`src/dbf_pkg.sv`:
```
// Package for the dirichlet boundary filter: request codes, queue entry type,
// back-end states and shared constants. No dependencies.
`timescale 1ns / 1ps

package dbf_pkg;

  localparam int DEF_MAX_VERTICES = 1024;
  localparam int DEF_DIM          = 3;
  localparam int QUEUE_DEPTH      = 4;

  localparam int IDX_W = 12;
  localparam int VAL_W = 64;
  localparam int VC_W  = 11;

  localparam logic [VAL_W-1:0] ONE_PATTERN = 64'h3FF0_0000_0000_0000;

  typedef enum logic [2:0] {
    REQ_MARK  = 3'd0,
    REQ_FREE  = 3'd1,
    REQ_CLEAR = 3'd2,
    REQ_COEF  = 3'd3,
    REQ_VEC   = 3'd4,
    REQ_DIAG  = 3'd5
  } req_e_t;

  typedef enum logic [2:0] {
    OP_MARK,
    OP_FREE,
    OP_CLEAR,
    OP_COEF,
    OP_VEC,
    OP_DIAG
  } op_t;

  typedef enum logic [1:0] {
    BK_INIT,
    BK_RUN,
    BK_CLEAR
  } back_state_t;

  typedef struct packed {
    op_t              op;
    logic [IDX_W-1:0] row;
    logic [IDX_W-1:0] col;
    logic             row_ok;
    logic             col_ok;
    logic [VAL_W-1:0] value;
    logic             zero_fill;
  } qentry_t;

endpackage

```
`src/dbf_queue.sv`:
```
// Short FIFO of classified operations between front and back ends.
// Depends on dbf_pkg for the entry type.
`timescale 1ns / 1ps

module dbf_queue import dbf_pkg::*; #(
  parameter int DEPTH = QUEUE_DEPTH
) (
  input  logic    clk,
  input  logic    rst_n,
  input  logic    push,
  input  qentry_t push_data,
  output logic    full,
  input  logic    pop,
  output qentry_t pop_data,
  output logic    empty
);

  localparam int PW = $clog2(DEPTH);
  localparam int NW = $clog2(DEPTH + 1);

  qentry_t         slots [DEPTH];
  logic [PW-1:0]   wr_ptr_r, wr_ptr_nxt, rd_ptr_r, rd_ptr_nxt;
  logic [NW-1:0]   count_r, count_nxt;

  assign full     = (count_r == NW'(DEPTH));
  assign empty    = (count_r == '0);
  assign pop_data = slots[rd_ptr_r];

  always_comb begin
    wr_ptr_nxt = wr_ptr_r;
    rd_ptr_nxt = rd_ptr_r;
    count_nxt  = count_r;
    if (push) begin
      wr_ptr_nxt = (wr_ptr_r == PW'(DEPTH - 1)) ? '0 : wr_ptr_r + PW'(1);
    end
    if (pop) begin
      rd_ptr_nxt = (rd_ptr_r == PW'(DEPTH - 1)) ? '0 : rd_ptr_r + PW'(1);
    end
    if (push && !pop) begin
      count_nxt = count_r + NW'(1);
    end else if (pop && !push) begin
      count_nxt = count_r - NW'(1);
    end
  end

  always_ff @(posedge clk) begin
    if (!rst_n) begin
      wr_ptr_r <= '0;
      rd_ptr_r <= '0;
      count_r  <= '0;
    end else begin
      wr_ptr_r <= wr_ptr_nxt;
      rd_ptr_r <= rd_ptr_nxt;
      count_r  <= count_nxt;
    end
  end

  always_ff @(posedge clk) begin
    if (push) begin
      slots[wr_ptr_r] <= push_data;
    end
  end

endmodule

```
`config.mk`:
```
export PLATFORM = sky130hd
export DESIGN_NAME = dbf_queue
export DESIGN_NICKNAME = d
export VERILOG_FILES = /design/src/dbf_pkg.sv /design/src/dbf_queue.sv
export SDC_FILE = /design/constraint.sdc
export NUM_CORES = 1
export LEC_CHECK = 0
export BUFFER_PORTS_ARGS = -buffer_cell sky130_fd_sc_hd__buf_2
export CORE_AREA = 2 2 180 182
export DETAILED_ROUTE_END_ITERATION = 10
export DIE_AREA = 0 0 182 184
export PLACE_DENSITY = 0.66
export REMOVE_ABC_BUFFERS = 1
export SYNTH_ARGS = -nofsm -noshare
export SYNTH_HDL_FRONTEND = slang
export SYNTH_SLANG_ARGS = --single-unit
```
`constraint.sdc`:
```
create_clock -name clk -period 6.8 [get_ports clk]
set_input_delay 0.68 -clock clk [delete_from_list [all_inputs] [get_ports clk]]
set_output_delay 0.68 -clock clk [all_outputs]
set_load 0.05 [all_outputs]
```
# Yosys cells after proc, flatten, opt, wreduce, memory -nomap -nowiden
# Memory sizes are Yosys's and may differ from the RTL's. A register that Yosys moved wholly into a read port is not among the register bits.
# Index checks and enable logic that the tools add are counted.
totals:
  register_bits: 7
  latch_bits: 0
  mem_bits_rw: 376
  mem_bits_ro: 0
  inputBits: 98
  memories: 1
mem_list:
  columns: ["memory", "words", "word_bits", "read_ports", "rd_clocked_by_memory_dff", "write_ports", "line_no", "text"]
  rows:
  - ["slots", 4, 94, 1, 1, 1, "dbf_queue.sv:21", "qentry_t slots [DEPTH];"]
op_classes:
  n_addsub: 4
  multipliers: 0
  div: 0
  n_lt_le_gt_ge: 0
  n_eq_ne: 3
  n_shift: 0
  muxes: 8
  n_bitwise: 0
  n_reduce_logical: 6
ops:
  columns: ["op", "count"]
  rows:
  - ["$mux 2", 4]
  - ["$mux 3", 2]
  - ["$add 2x1->2 const B", 2]
  - ["$eq 2x2->1 const B", 2]
  - ["$add 3x1->3 const B", 1]
  - ["$eq 3x3->1 const B", 1]
  - ["$logic_not 3->1", 1]
  - ["$sub 3x1->3 const B", 1]
  - ["$logic_and 1x1->1", 2]
  - ["$logic_not 1->1", 2]
  - ["$mux 1", 2]
  - ["$reduce_bool 2->1", 1]

# Logic depth before layout (Yosys ltp)
logic_depth:
  word_depth: 4
  ltp_mapped: 7
  depth_no_buf: 7

# Worst setup path after synthesis
# No wires, ideal clock.
synth_timing:
  path_kind: "in2reg"
  from: "input port push"
  to: "memory slots[0][0] (netlist bit), enable pin"
  setup_time_ns: 0.463
  arrival_time_ns: 2.855
  required_time_ns: 6.337
  path_slack_ns: 3.482
  stages: 1
  cell_sequence: "and2_1"
synth_via:
  elab_chain_cells: 2
synth_lines:
  columns: ["item", "line_no", "text"]
  rows:
  - ["from (decl)", "dbf_queue.sv:10", "input logic push,"]
  - ["$mux 1", "dbf_queue.sv:59", "if (push) begin"]
  - ["$mux 1 (not written as such)", "dbf_queue.sv:60", "slots[wr_ptr_r] <= push_data;"]
  - ["to (decl)", "dbf_queue.sv:21", null]
# Every way passes these cells.

==> impl_metrics.toml <==
[clock_network]
cts_buffer_depth = 3
htree_levels = 2
postCtsSetupRepairBufs = 0
post_cts_resize_count = 0
postCtsHoldBufs = 0
cts-root-buf = "clkbuf_16"
cts_buffers = 39
clk_pin_slew_ps = 60
cts_tree = "built"
clkSinkCount = 385
clk_latency_ps = 510

[critical_path]
path_max_fanout = 39
end_kind = "output port"
required_ps = 6120
worstSetupPathType = "reg -> out"
cp.arrival_ps = 2910
start_kind = "flop"

[floorplanning]
die_area_sq_um = 33500
die_x_um = 182
die_height_um = 184
core-area_sq_um = 31400
rows = 65
pin_count = 194
start_util_pct = 44.9

[pwr]
ir_drop_mv = 0.238
sequentialPowerShare_pct = 49.8
static-leakage-power_uw = 0.00561
combPwrFrac_pct = 11.8
total_power_uw = 5540
clock_power_share_pct = 38.4
power_switching_uw = 1320
p_per_area_nw_per_um2 = 332
p_int_uw = 4220
switching_share_pct = 23.8

[sta]
skew_ps = 11.7
fin_crit_sh_pct = 52.7
rsz0062_at_grt = "false"
final.min_clock_period_ps = 3590
tightest_slew_ps = 819
fmax_mhz = 279
maxSlewViolCount = 0
setup_tns_ps = 0
finalSetupViolCount = 0
slew_headroom_pct = 45.4
hold_viol_final = 0

[synth]
synth.distinct_cells = 23
synth_area_leaders = "edfxtp_1 80%, mux4_2 15%, dfxtp_1 1.3%, buf_12 0.99%, ha_1 0.53%"
synth_warnings = 0
yosys.area.top_type = "edfxtp_1"
syn_area_sq_um = 14100
synth.top_cell.area_share_pct = 80.2
synth.avg_cell_area_sq_um = 26.3
ys_ff_latch = 385
yosysSeqAreaShare_pct = 81.4
syn_inst = 535

[grt]
grtUsageTotal_pct = 15.9
grt_pass1_vias = 7010
grt_antenna_before_repair = 5
grt_pass1_wl_mm = 40.0
grt_max_degree = 55
overflow = 0

[placed_design]
placed_area_sq_um = 15400
place.gp.congestion = 0.747
io_buffer_count = 193
hpwl_mm = 15.3

[routing]
drt.antenna.violating_nets = 0
drc_errors = 0
routedWlPerCell_um = 22.0
vias = 6282
drtPass1Iterations = 4
drt_iter0_drc = 466
vias_per_cell = 5.29
routed_wl_mm = 26.1

[worst_hold_path]
hp-class = "in -> reg"

[job]
cap_violations = 0

[outcome]
status = "finished clean"

[cells_and_area]
syn_to_final_growth_pct = 18.6
drive_above_1_share_pct = 45.2
fin_area_sq_um = 16700
fin_nets = 860
final cells by class:
class	instances	area, sq um
timing repair buffer	200	1020
clock inverter	18	206
multi-input combinational	125	2390
sequential	385	11500
fill	2434	14700
clock buffer	52	1090
antenna	2	5.00
tap	402	503
inverter	4	15.0
state kept, by name (all words and copies together) (netlist names), named ones only:
signal and count:
slots 376, count_r 3, rd_ptr_r 2, wr_ptr_r 2
synthesized netlist by cell type, drive strengths merged:
cell,instances
a21boi,1
and2,5
buf,21
dfxtp,9
edfxtp,376
fa,1
ha,6
inv,4
mux2i,4
mux4,94
nor2,1
nor2b,5
nor3,2
nor3b,1
o21a,1
o21ai,1
or3,1
xnor2,1
xor2,1
logic make-up (layout without fill, tap and decap cells):
logic type / after synthesis / in the layout / share of synthesized area, %
buffers and inverters: 25 / 274 / 1.67
xor gates and xnor gates: 2 / 2 / 0.124
and+or+nand+nor: 15 / 15 / 0.640
other: 0 / 2 / 0
DFF: 385 / 385 / 81.4
adders and majority gates: 7 / 7 / 0.675
muxes: 98 / 98 / 15.3
AOI/OAI and AO/OA: 3 / 3 / 0.142
per-layer routing:
layer | GRT usage (%) | vias up | wire (um)
met3 | 4.83 | 47 | 1820
met2 | 26.9 | 186 | 12900
met1 | 20.1 | 3299 | 10900
li1 | - | 2744 | -
met5 | 0 | - | 35
met4 | 4.32 | 6 | 470
cells in the final DEF, fill, tap and decap left out, drive strengths merged:
cell type	synthesis	final
a21boi	1	1
and2	5	5
buf	21	200
bufinv	0	5
clkbuf	0	52
clkinv	0	13
dfxtp	9	9
diode	0	2
edfxtp	376	376
fa	1	1
ha	6	6
inv	4	4
mux2i	4	4
mux4	94	94
nor2	1	1
nor2b	5	5
nor3	2	2
nor3b	1	1
o21a	1	1
o21ai	1	1
or3	1	1
xnor2	1	1
xor2	1	1
power by group through the flow:
| stage | Combinational, uW | Clock (uW) | Sequential, uW |
|---|---|---|---|
| floorplan | 471 | 0 | 2820 |
| global placement | 651 | 0 | 2810 |
| detailed placement | 662 | 0 | 2810 |
| CTS | 664 | 2190 | 2760 |
| global route | 689 | 2280 | 2770 |
| finish | 653 | 2130 | 2760 |
worst max-delay path: stages (launching register included):
cell,delay [ps]
dfxtp_4,730
buf_4,750
mux4_2,620
buf_2,230
path summary, 6_finish.rpt:
kind / start / to / slack, ps / cells past startpoint
hold reg to reg: count_r[2] / count_r[2] / 540 / 2
setup / recovery: flop / pop_data[17] / 3210 / 3
hold / removal: push_data[63] / slots[0][63] / 380 / 1
setup reg to reg: wr_ptr_r[0] / slots[3][59] / 4380 / 3
metrics by stage:
| step | setup WS [ps] | cells | hold WS [ps] | util (%) |
|---|---|---|---|---|
| 6_report | 3210 | 1188 | 382 | 53.2 |
| 5_1_grt | 2930 | 1187 | 351 | 53.2 |
| 4_1_cts | 3050 | 1186 | 354 | 53.2 |
| 3_5_place_dp | 3620 | 1116 | 539 | 49.1 |
| 3_3_place_gp | 3660 | 1116 | 484 | 49.1 |
| 2_1_floorplan | 1370 | 514 | 472 | - |
Note: power is estimated with default switching activity, not from simulation.
