===== src/dbf_pkg.sv =====
// Package for the dirichlet boundary filter: request codes, queue entry type,
// back-end states and shared constants. No dependencies.
`timescale 1ns / 1ps

package dbf_pkg;

  localparam int DEF_MAX_VERTICES = 1024;
  localparam int DEF_DIM          = 3;
  localparam int QUEUE_DEPTH      = 4;

  localparam int IDX_W = 12;
  localparam int VAL_W = 64;
  localparam int VC_W  = 11;

  localparam logic [VAL_W-1:0] ONE_PATTERN = 64'h3FF0_0000_0000_0000;

  typedef enum logic [2:0] {
    REQ_MARK  = 3'd0,
    REQ_FREE  = 3'd1,
    REQ_CLEAR = 3'd2,
    REQ_COEF  = 3'd3,
    REQ_VEC   = 3'd4,
    REQ_DIAG  = 3'd5
  } req_e_t;

  typedef enum logic [2:0] {
    OP_MARK,
    OP_FREE,
    OP_CLEAR,
    OP_COEF,
    OP_VEC,
    OP_DIAG
  } op_t;

  typedef enum logic [1:0] {
    BK_INIT,
    BK_RUN,
    BK_CLEAR
  } back_state_t;

  typedef struct packed {
    op_t              op;
    logic [IDX_W-1:0] row;
    logic [IDX_W-1:0] col;
    logic             row_ok;
    logic             col_ok;
    logic [VAL_W-1:0] value;
    logic             zero_fill;
  } qentry_t;

endpackage


===== src/dbf_front.sv =====
// Front end: accepts request beats, range-checks indexes against the active
// vertex count and pushes classified operations. Depends on dbf_pkg.
`timescale 1ns / 1ps

module dbf_front import dbf_pkg::*; #(
  parameter int MAX_VERTICES = DEF_MAX_VERTICES,
  parameter int DIM          = DEF_DIM
) (
  input  logic             clk,
  input  logic             rst_n,
  input  logic             cfg_we,
  input  logic [VC_W-1:0]  cfg_vertex_count,
  input  logic             init_busy,
  input  logic             in_valid,
  output logic             in_ready,
  input  logic [2:0]       in_req_type,
  input  logic [9:0]       in_vertex_index,
  input  logic [1:0]       in_dof_slot,
  input  logic [IDX_W-1:0] in_row_index,
  input  logic [IDX_W-1:0] in_col_index,
  input  logic [VAL_W-1:0] in_entry_value,
  input  logic             in_zero_fill,
  input  logic             q_full,
  output logic             q_push,
  output qentry_t          q_data
);

  localparam int VW  = $clog2(MAX_VERTICES + 1);
  localparam int CW  = (VW > VC_W) ? VW : VC_W;
  localparam int LW  = $clog2(MAX_VERTICES * DIM + 1);
  localparam int LXW = (LW > IDX_W) ? LW : IDX_W;

  logic [LW-1:0]    flat_limit_r, flat_limit_nxt;
  logic [CW-1:0]    vc_x, capped;
  logic [IDX_W-1:0] k;
  logic             mark_ok, row_ok, col_ok, keep, accept;

  assign in_ready = !q_full && !init_busy;
  assign accept   = in_valid && in_ready;
  assign q_push   = accept && keep;

  always_comb begin
    vc_x   = CW'(cfg_vertex_count);
    capped = (vc_x > CW'(MAX_VERTICES)) ? CW'(MAX_VERTICES) : vc_x;
    flat_limit_nxt = flat_limit_r;
    if (cfg_we) begin
      flat_limit_nxt = LW'(LW'(capped) * LW'(DIM));
    end
  end

  always_ff @(posedge clk) begin
    if (!rst_n) begin
      flat_limit_r <= '0;
    end else begin
      flat_limit_r <= flat_limit_nxt;
    end
  end

  always_comb begin
    k       = IDX_W'(IDX_W'(in_vertex_index) * IDX_W'(DIM) + IDX_W'(in_dof_slot));
    mark_ok = (in_dof_slot < 2'(DIM)) && (LXW'(k) < LXW'(flat_limit_r));
    row_ok  = LXW'(in_row_index) < LXW'(flat_limit_r);
    col_ok  = LXW'(in_col_index) < LXW'(flat_limit_r);
    q_data.op        = OP_COEF;
    q_data.row       = in_row_index;
    q_data.col       = in_col_index;
    q_data.row_ok    = row_ok;
    q_data.col_ok    = col_ok;
    q_data.value     = in_entry_value;
    q_data.zero_fill = in_zero_fill;
    keep = 1'b0;
    case (req_e_t'(in_req_type))
      REQ_MARK: begin
        q_data.op  = OP_MARK;
        q_data.row = k;
        keep       = mark_ok;
      end
      REQ_FREE: begin
        q_data.op  = OP_FREE;
        q_data.row = k;
        keep       = mark_ok;
      end
      REQ_CLEAR: begin
        q_data.op = OP_CLEAR;
        keep      = 1'b1;
      end
      REQ_COEF: begin
        q_data.op = OP_COEF;
        keep      = 1'b1;
      end
      REQ_VEC: begin
        q_data.op = OP_VEC;
        keep      = 1'b1;
      end
      REQ_DIAG: begin
        q_data.op = OP_DIAG;
        keep      = 1'b1;
      end
      default: begin
        keep = 1'b0;
      end
    endcase
  end

endmodule


===== config.mk =====
export PLATFORM = sky130hd
export DESIGN_NAME = dbf_front
export DESIGN_NICKNAME = d
export VERILOG_FILES = /design/src/dbf_pkg.sv /design/src/dbf_front.sv
export SDC_FILE = /design/constraint.sdc
export NUM_CORES = 1
export LEC_CHECK = 0
export BUFFER_PORTS_ARGS = -buffer_cell sky130_fd_sc_hd__buf_2
export CAP_MARGIN = 0
export CORE_MARGIN = 8
export CORE_UTILIZATION = 46
export CTS_CLUSTER_SIZE = 40
export DETAILED_ROUTE_END_ITERATION = 10
export PLACE_DENSITY_LB_ADDON = 0.25
export REMOVE_ABC_BUFFERS = 1
export SLEW_MARGIN = 20
export SYNTH_ARGS = -nofsm -noshare
export SYNTH_HDL_FRONTEND = slang
export SYNTH_SLANG_ARGS = --single-unit
export TNS_END_PERCENT = 20

===== constraint.sdc =====
create_clock -name clk -period 5.55 [get_ports clk]
set_input_delay 0.555 -clock clk [delete_from_list [all_inputs] [get_ports clk]]
set_output_delay 0.555 -clock clk [all_outputs]
set_load 0.005 [all_outputs]

# == Word level (Yosys, flattened, before mapping) ==
# Index checks and enable logic that the tools add are counted.
# classes
add_sub_neg,1
multipliers,2
magnitude_cmp,5
n_eq_ne,5
mux,4
reduce_logical,9
# op_table
op,n
12-bit < comparator,3
3-bit case mux with 5 select lines,1
12-bit by 2-bit adder with 12-bit output,1
10-bit by 2-bit multiplier with 12-bit output (second input constant),1
11-bit by 2-bit multiplier with 12-bit output (second input constant),1
12-bit 2-to-1 mux,1
11-bit greater-than comparator (second input constant),1
11-bit 2-to-1 mux,1
3-bit by 2-bit == test with 1-bit output (second input constant),2
3-bit == test (second input constant),2
1-bit logical AND,4
4-bit OR reduction,1
3-bit by 1-bit == test with 1-bit output (second input constant),1
3-bit zero test,1
1-bit zero test,2
2-bit < comparator (second input constant),1
1-bit case mux with 2 select lines,1
2-bit OR reduction,1
# word_totals
regBits,12
inputBits,121
output_inout_bits,96
wordCells,27

# == Longest topological paths before layout ==
# Gate-level depths: netlist (run 1).
# depth
ltp_word,6
ltp_mapped,14
depth_no_buf,14

# == Worst setup path before layout (run 1) ==
# No wires, ideal clock.
# synth_timing
path_type,in2out
from,input in_vertex_index[0]
to,output q_push
arrival_time_ns,3.641
required_ns,4.995
slack_ns,1.354
path_stages,14
n_path_buf,0
cell_sequence,fa_1 > ha_1 > fa_1 > a21o_1 > a21oi_1 > o21ai_0 > nand3_1 > a21oi_1 > ha_1 > a221oi_1 > o21ai_0 > a2111oi_0 > o21ai_0 > a21oi_1
# synth_via
elab_chain_cells,6
# synth_rtl
item,line_no,text
"start, declared",dbf_front.sv:17,"input logic [9:0] in_vertex_index,"
10-bit by 2-bit multiplier with 12-bit output,dbf_front.sv:60,k = IDX_W'(IDX_W'(in_vertex_index) * IDX_W'(DIM) + IDX_W'(in_dof_slot));
12-bit by 2-bit adder with 12-bit output,dbf_front.sv:60,
12-bit < comparator,dbf_front.sv:61,mark_ok = (in_dof_slot < 2'(DIM)) && (LXW'(k) < LXW'(flat_limit_r));
1-bit logical AND,dbf_front.sv:61,
1-bit case mux with 2 select lines,dbf_front.sv:72,case (req_e_t'(in_req_type))
1-bit logical AND,dbf_front.sv:40,assign q_push = accept && keep;
"end, declared",dbf_front.sv:24,"output logic q_push,"
# Every way passes these cells.

# == Final worst setup path (run 1) ==
# Same ends and word-level chain as after synthesis.

==> results.toml, run 1 <==
[run_status]
outcome = "complete, no violations"

[grt]
grt_pass1_vias = 2753
grt_max_degree = 19
overflow = 0
grt.total_usage = 0.2574
antenna_found_initial = 0
grt_pass1_wl_um = 18250

[critical_path]
critPathTopFamily = "compound AO/OA/AOI/OAI gates"
cp.buffers_inverters = 2
reg2reg_depth = 3
r2r_slack_ps = 4620
critPathMaxStageDelay_ps = 470
crit_required_ps = 4990
path_class = "in2out"
cp-start-kind = "primary input"
critPathSlowestCell = "fa_1"
worstPathArrival_ps = 4270
cp_max_fo = 3
path_cells = "buf_2 -> fa_1 -> ha_1 -> fa_1 -> a21o_1 -> a21oi_1 -> o21ai_0 -> nand3_1 -> a21oi_1 -> ha_1 -> a221oi_1 -> o21ai_0 -> a2111oi_0 -> o21ai_0 -> a21oi_1 -> buf_2"
worst_r2r_endpoint = "flat_limit_r[6]$_SDFFE_PN0P_"
r2r_start = "flat_limit_r[6]$_SDFFE_PN0P_"
end_kind = "primary output"

[synth]
syn-instance-count = 388
synth_top_family_by_area = "adder cells"
yosysUniqueCellTypes = 48
yosys.area.top_type_share = 0.2520
ys_ff_latch = 12
avgSynthCellArea_um2 = 7.807
muxShareOfSynthArea = 0.03139
synth_top_flop_cell = "dfxtp_1"
yosysSeqAreaShare = 0.07931
synth_fa_ha_area_frac = 0.2718
netlist_area_mm2 = 0.003029
yosysWarnings = 0
synth_edf_count = 0
yosysTopAreaCell = "ha_1"
synth_xor_area_frac = 0.02891
synth_area_leaders = "ha_1 (25%), buf_4 (20%), dfxtp_1 (7.9%)"
synth_most_common_cell = "buf_4"
async_flop_share = 0
synthSimpleGateAreaFrac = 0.1594
synth-compound-area-share = 0.1950
synthTopCellsByCount = "buf_4 (79), ha_1 (61), nand2_1 (26)"

[timing]
finalSetupViolCount = 0
final.min_clock_period_ps = 4822
rsz0062_at_grt = "no"
max-slew-margin-rel = 0.3521
tns_ps = 0
max_freq_mhz = 207.4
post-route-period-util = 0.8688
final-hold-violation-count = 0
fin_worst_skew_ps = 0
worstMarginPinSlew_ps = 968.3
slew_violations = 0

[placed_design]
io_buffers = 86
placed_cells = 462
gp_congestion = 0.9158
dpl_cell_area_mm2 = 0.002925
hpwl_um = 11700

[floorplan]
die_h_um = 97.15
start_util = 0.4770
pin_count = 217
core_mm2 = 0.006350
dieWidth_um = 97.15
rows = 29
die_area_mm2 = 0.009438

[min_path]
min_delay_worst_endpoint = "flat_limit_r[5]$_SDFFE_PN0P_"
hold_path.class = "reg2reg"
hold_path_depth = 2
min_from = "flat_limit_r[5]$_SDFFE_PN0P_"

[finish]
top_regs = "flat_limit_r: 12 flops"
fin_area_mm2 = 0.002980
num-nets-final = 575
multi_input_area_mm2 = 0.002079
drive_above_1_share = 0.2494
largest_register = "flat_limit_r"
antenna_cells = 0
final_cells = 466
area_delta_synth_final_pct = -1.611
ff_latch_area_um2 = 240.2
final_util = 0.4694
largest_reg_flops = 12
nFillCells = 635

[cts]
htreeDepth = 1
cts.repair.resized = 0
clock_latency_ps = 230
cts_setup_buffers = 0
cts_buffers = 3
cts_tree = "built"
clockRootBuffer = "clkbuf_8"
clkSinkCount = 12
hold_buffers = 0
clk_path_buf_depth = 2
clk_pin_slew_worst_paths_ps = 50

[drt]
avgViaCountPerCell = 5.695
drtIter0Drc = 96
drc = 0
final_antenna_net_count = 0
firstDrtPassIters = 4
wl_per_cell_um = 27.22
vias = 2654
wl_um = 12690

[power]
leakage_uw = 0.001492
p_per_area_mw_per_mm2 = 161.6
power_uw = 481.6
peakVddDrop_uv = 68.46

[job]
cap_viol_max_count = 0
[worst reg2reg max path, delay by kind of cell (launching register included)]
kind            cells  cell delay [ps]
compound gates      1              340
simple gates        1               60
flops               1              290
buf+inv             1              120
[through the flow]
step	worst slack, ps	hold WS [ps]
floorplan	1354	440.8
global placement	863.4	453.5
detailed placement	750.2	455.9
CTS	744.1	464.9
global route	313.3	477.2
finish	728.0	463.3
[cell families (layout without fill, tap and decap cells)]
kind of cell             Yosys count  count (layout)
AO/OA/AOI/OAI                     86              86
XOR/XNOR                          10              10
adder cells (fa/ha/maj)           64              64
buffers and inverters            110             111
flip-flops                        12              12
multiplexers                       9               9
AND/OR/NAND/NOR                   97              97
[report_power, final]
part           internal (uW)  switching (uW)  leakage, uW
Sequential              92.9            2.81    0.0000989
Combinational            135             158      0.00136
Clock                   62.5            30.6    0.0000288
[layout make-up]
type	instances	share of cell area
inverters	21	0.02645
well taps	77	0.03233
clock buffers	4	0.01847
multi-input cells	266	0.6977
flip-flops and latches	12	0.08060
repair buffers	86	0.1444
[routing by layer]
metal | wire (um) | global-route usage
met2 | 5318 | 0.3859
met4 | 215 | 0.05562
met1 | 3916 | 0.2136
met3 | 3165 | 0.3044
met5 | 69 | 0.06044
[cell usage in the layout, fill, tap and decap left out, types with 3 or more instances in the layout]
cell,Yosys,routed
a21o_1,10,10
inv_1,20,20
o211ai_1,5,5
nor3_1,3,3
o21ai_0,14,14
o21a_1,6,6
nor2_1,22,22
nand4b_1,3,3
dfxtp_1,12,12
nor2b_1,12,12
ha_1,61,61
mux2i_1,5,5
a211oi_1,7,7
a21oi_1,18,18
mux2_2,4,4
xnor2_1,9,9
a221oi_1,4,4
or3_1,5,5
nand3_1,10,10
a2111oi_0,3,3
nand2_1,26,26
buf_2,0,86
fa_1,3,3
nand2b_1,7,7
clkbuf_8,0,4
[worst max path at each step]
stage                       start     end  slack (ps)  cells after the start
4_1_cts        in_vertex_index[0]  q_push         740                     16
6_report       in_vertex_index[0]  q_push         730                     16
5_1_grt        in_vertex_index[0]  q_push         310                     16
2_1_floorplan  in_vertex_index[0]  q_push        1350                     14
3_5_place_dp   in_vertex_index[0]  q_push         750                     16
3_3_place_gp   in_vertex_index[0]  q_push         860                     16
Note: power is estimated with default switching activity, not from simulation.
==> run 2, diff against run 1 <==
--- a/config.mk
+++ b/config.mk
@@ -12,6 +12,7 @@
 export CTS_CLUSTER_SIZE = 40
 export DETAILED_ROUTE_END_ITERATION = 10
 export PLACE_DENSITY_LB_ADDON = 0.25
+export RECOVER_POWER = 100
 export REMOVE_ABC_BUFFERS = 1
 export SLEW_MARGIN = 20
 export SYNTH_ARGS = -nofsm -noshare
==> run 2 against run 1 <==
  * Power is 0.93% lower
  * Register-to-register slack worse by 20 ps
  * Die area stayed put
  * Design area is 1.5% lower
  * Clock power hardly changed
  * Sequential share of layout area is 0.12 points higher
  * Setup slack worse by 23 ps
  * Sequential cell count stayed put
  * Sequential power hardly changed
  * Non-clock buffer count stayed put
  * Critical path type unchanged
==> results.toml, run 2 (synthesis results as in run 1) <==
[grt]
grt.total_usage = 0.2574
grt_pass1_vias = 2753
grt_pass1_wl_um = 18250
overflow = 0
grt_max_degree = 19
antenna_found_initial = 0

[cts]
clk_path_buf_depth = 2
cts_setup_buffers = 0
clock_latency_ps = 230
cts_tree = "built"
clockRootBuffer = "clkbuf_8"
cts_buffers = 3
clk_pin_slew_worst_paths_ps = 50
cts.repair.resized = 0
htreeDepth = 1
clkSinkCount = 12
hold_buffers = 0

[timing]
post-route-period-util = 0.8730
final-hold-violation-count = 0
max_freq_mhz = 206.4
slew_violations = 0
setup_ws_ps = 704.7
final.min_clock_period_ps = 4845
tns_ps = 0
max-slew-margin-rel = 0.3539
worstMarginPinSlew_ps = 965.5
fin_worst_skew_ps = 0
finalSetupViolCount = 0
rsz0062_at_grt = "no"

[critical_path]
cp-start-kind = "primary input"
cp_max_fo = 3
crit_required_ps = 4990
path_class = "in2out"
worstPathArrival_ps = 4290
end_kind = "primary output"

[drt]
drt-met1-wl_um = 3976
drc = 0
wl_met3_um = 3139
wl_per_cell_um = 27.27
wl_um = 12710
avgViaCountPerCell = 5.667
vias = 2641
firstDrtPassIters = 4
met2_length_um = 5305
final_antenna_net_count = 0
drtIter0Drc = 85
top_layer_used = "met5"

[floorplan]
core_mm2 = 0.006350
rows = 29
die_area_mm2 = 0.009438
start_util = 0.4770
die_h_um = 97.15
pin_count = 217
dieWidth_um = 97.15

[finish]
num-nets-final = 575
antenna_cells = 0
top_regs = "flat_limit_r: 12 flops"
layout_common_cells = "ha_1 (61), buf_2 (55), clkbuf_1 (31)"
mostFrequentLayoutCell = "ha_1"
area_delta_synth_final_pct = -3.056
final_cells = 466
largest_reg_flops = 12
drive_above_1_share = 0.1671
largest_register = "flat_limit_r"

[run_status]
outcome = "complete, no violations"

[power]
leakage_uw = 0.001401
power_uw = 477.1
p_per_area_mw_per_mm2 = 162.5
peakVddDrop_uv = 68.73

[placed_design]
dp_slack_ps = 750.2
gp_congestion = 0.9158
io_buffers = 86
placed_cells = 462
hpwl_um = 11700

[job]
cap_viol_max_count = 0

[min_path]
hold_path.class = "reg2reg"
## run 2: cell types whose count changed in the layout (fill, tap and decap cells not counted), sizes merged
cell and change:
buf -31, clkbuf +31
## run 2: worst max-delay path: stages
cell and delay, ps:
clkbuf_1 110, fa_1 480, ha_1 240, fa_1 410
a21o_1 180, a21oi_1 260, o21ai_0 230, nand3_1 160
a21oi_1 80, ha_1 320, a221oi_1 250, o21ai_0 170
a2111oi_0 400, o21ai_0 160, a21oi_1 150, clkbuf_1 150
## run 2: layout make-up
type | count | area (um^2)
Timing Repair Buffer | 86 | 391.6
Fill cell | 649 | 3413
Multi-Input combinational cell | 266 | 2074
Clock buffer | 4 | 55.05
Tap cell | 77 | 96.34
Inverter | 21 | 78.83
Sequential cell | 12 | 240.2
## run 2: power breakdown
| group | total (uW) | internal, uW | leakage, uW | switching (uW) |
|---|---|---|---|---|
| logic | 288 | 130 | 0.00127 | 159 |
| registers | 95.7 | 92.9 | 0.0000989 | 2.82 |
| clock network | 93.2 | 62.6 | 0.0000288 | 30.7 |
| total | 477 | 285 | 0.00140 | 192 |
## run 2: per-stage QoR
| stage | util | hold slack, ps | cell area [um^2] |
|---|---|---|---|
| floorplan | - | 440.8 | 2399 |
| global placement | 0.4607 | 453.5 | 2925 |
| detailed placement | 0.4607 | 455.9 | 2925 |
| CTS | 0.4694 | 464.9 | 2980 |
| global route | 0.4625 | 477.2 | 2937 |
| finish | 0.4625 | 463.5 | 2937 |
## run 2: routing by layer
| layer | vias up | track usage |
|---|---|---|
| met5 | - | 0.06044 |
| met3 | 10 | 0.3044 |
| met2 | 188 | 0.3859 |
| li1 | 1311 | - |
| met1 | 1130 | 0.2136 |
| met4 | 2 | 0.05562 |
## run 2: path summary, 6_finish.rpt
| kind | slack, ps | endpoint | start | depth (start not counted) |
|---|---|---|---|---|
| max | 700 | q_push | in_vertex_index[0] | 16 |
| min | 460 | flat_limit_r[5]$_SDFFE_PN0P_ | flat_limit_r[5]$_SDFFE_PN0P_ | 2 |
| max reg2reg | 4600 | flat_limit_r[6]$_SDFFE_PN0P_ | flat_limit_r[6]$_SDFFE_PN0P_ | 3 |
| min reg2reg | 460 | flat_limit_r[5]$_SDFFE_PN0P_ | flat_limit_r[5]$_SDFFE_PN0P_ | 2 |
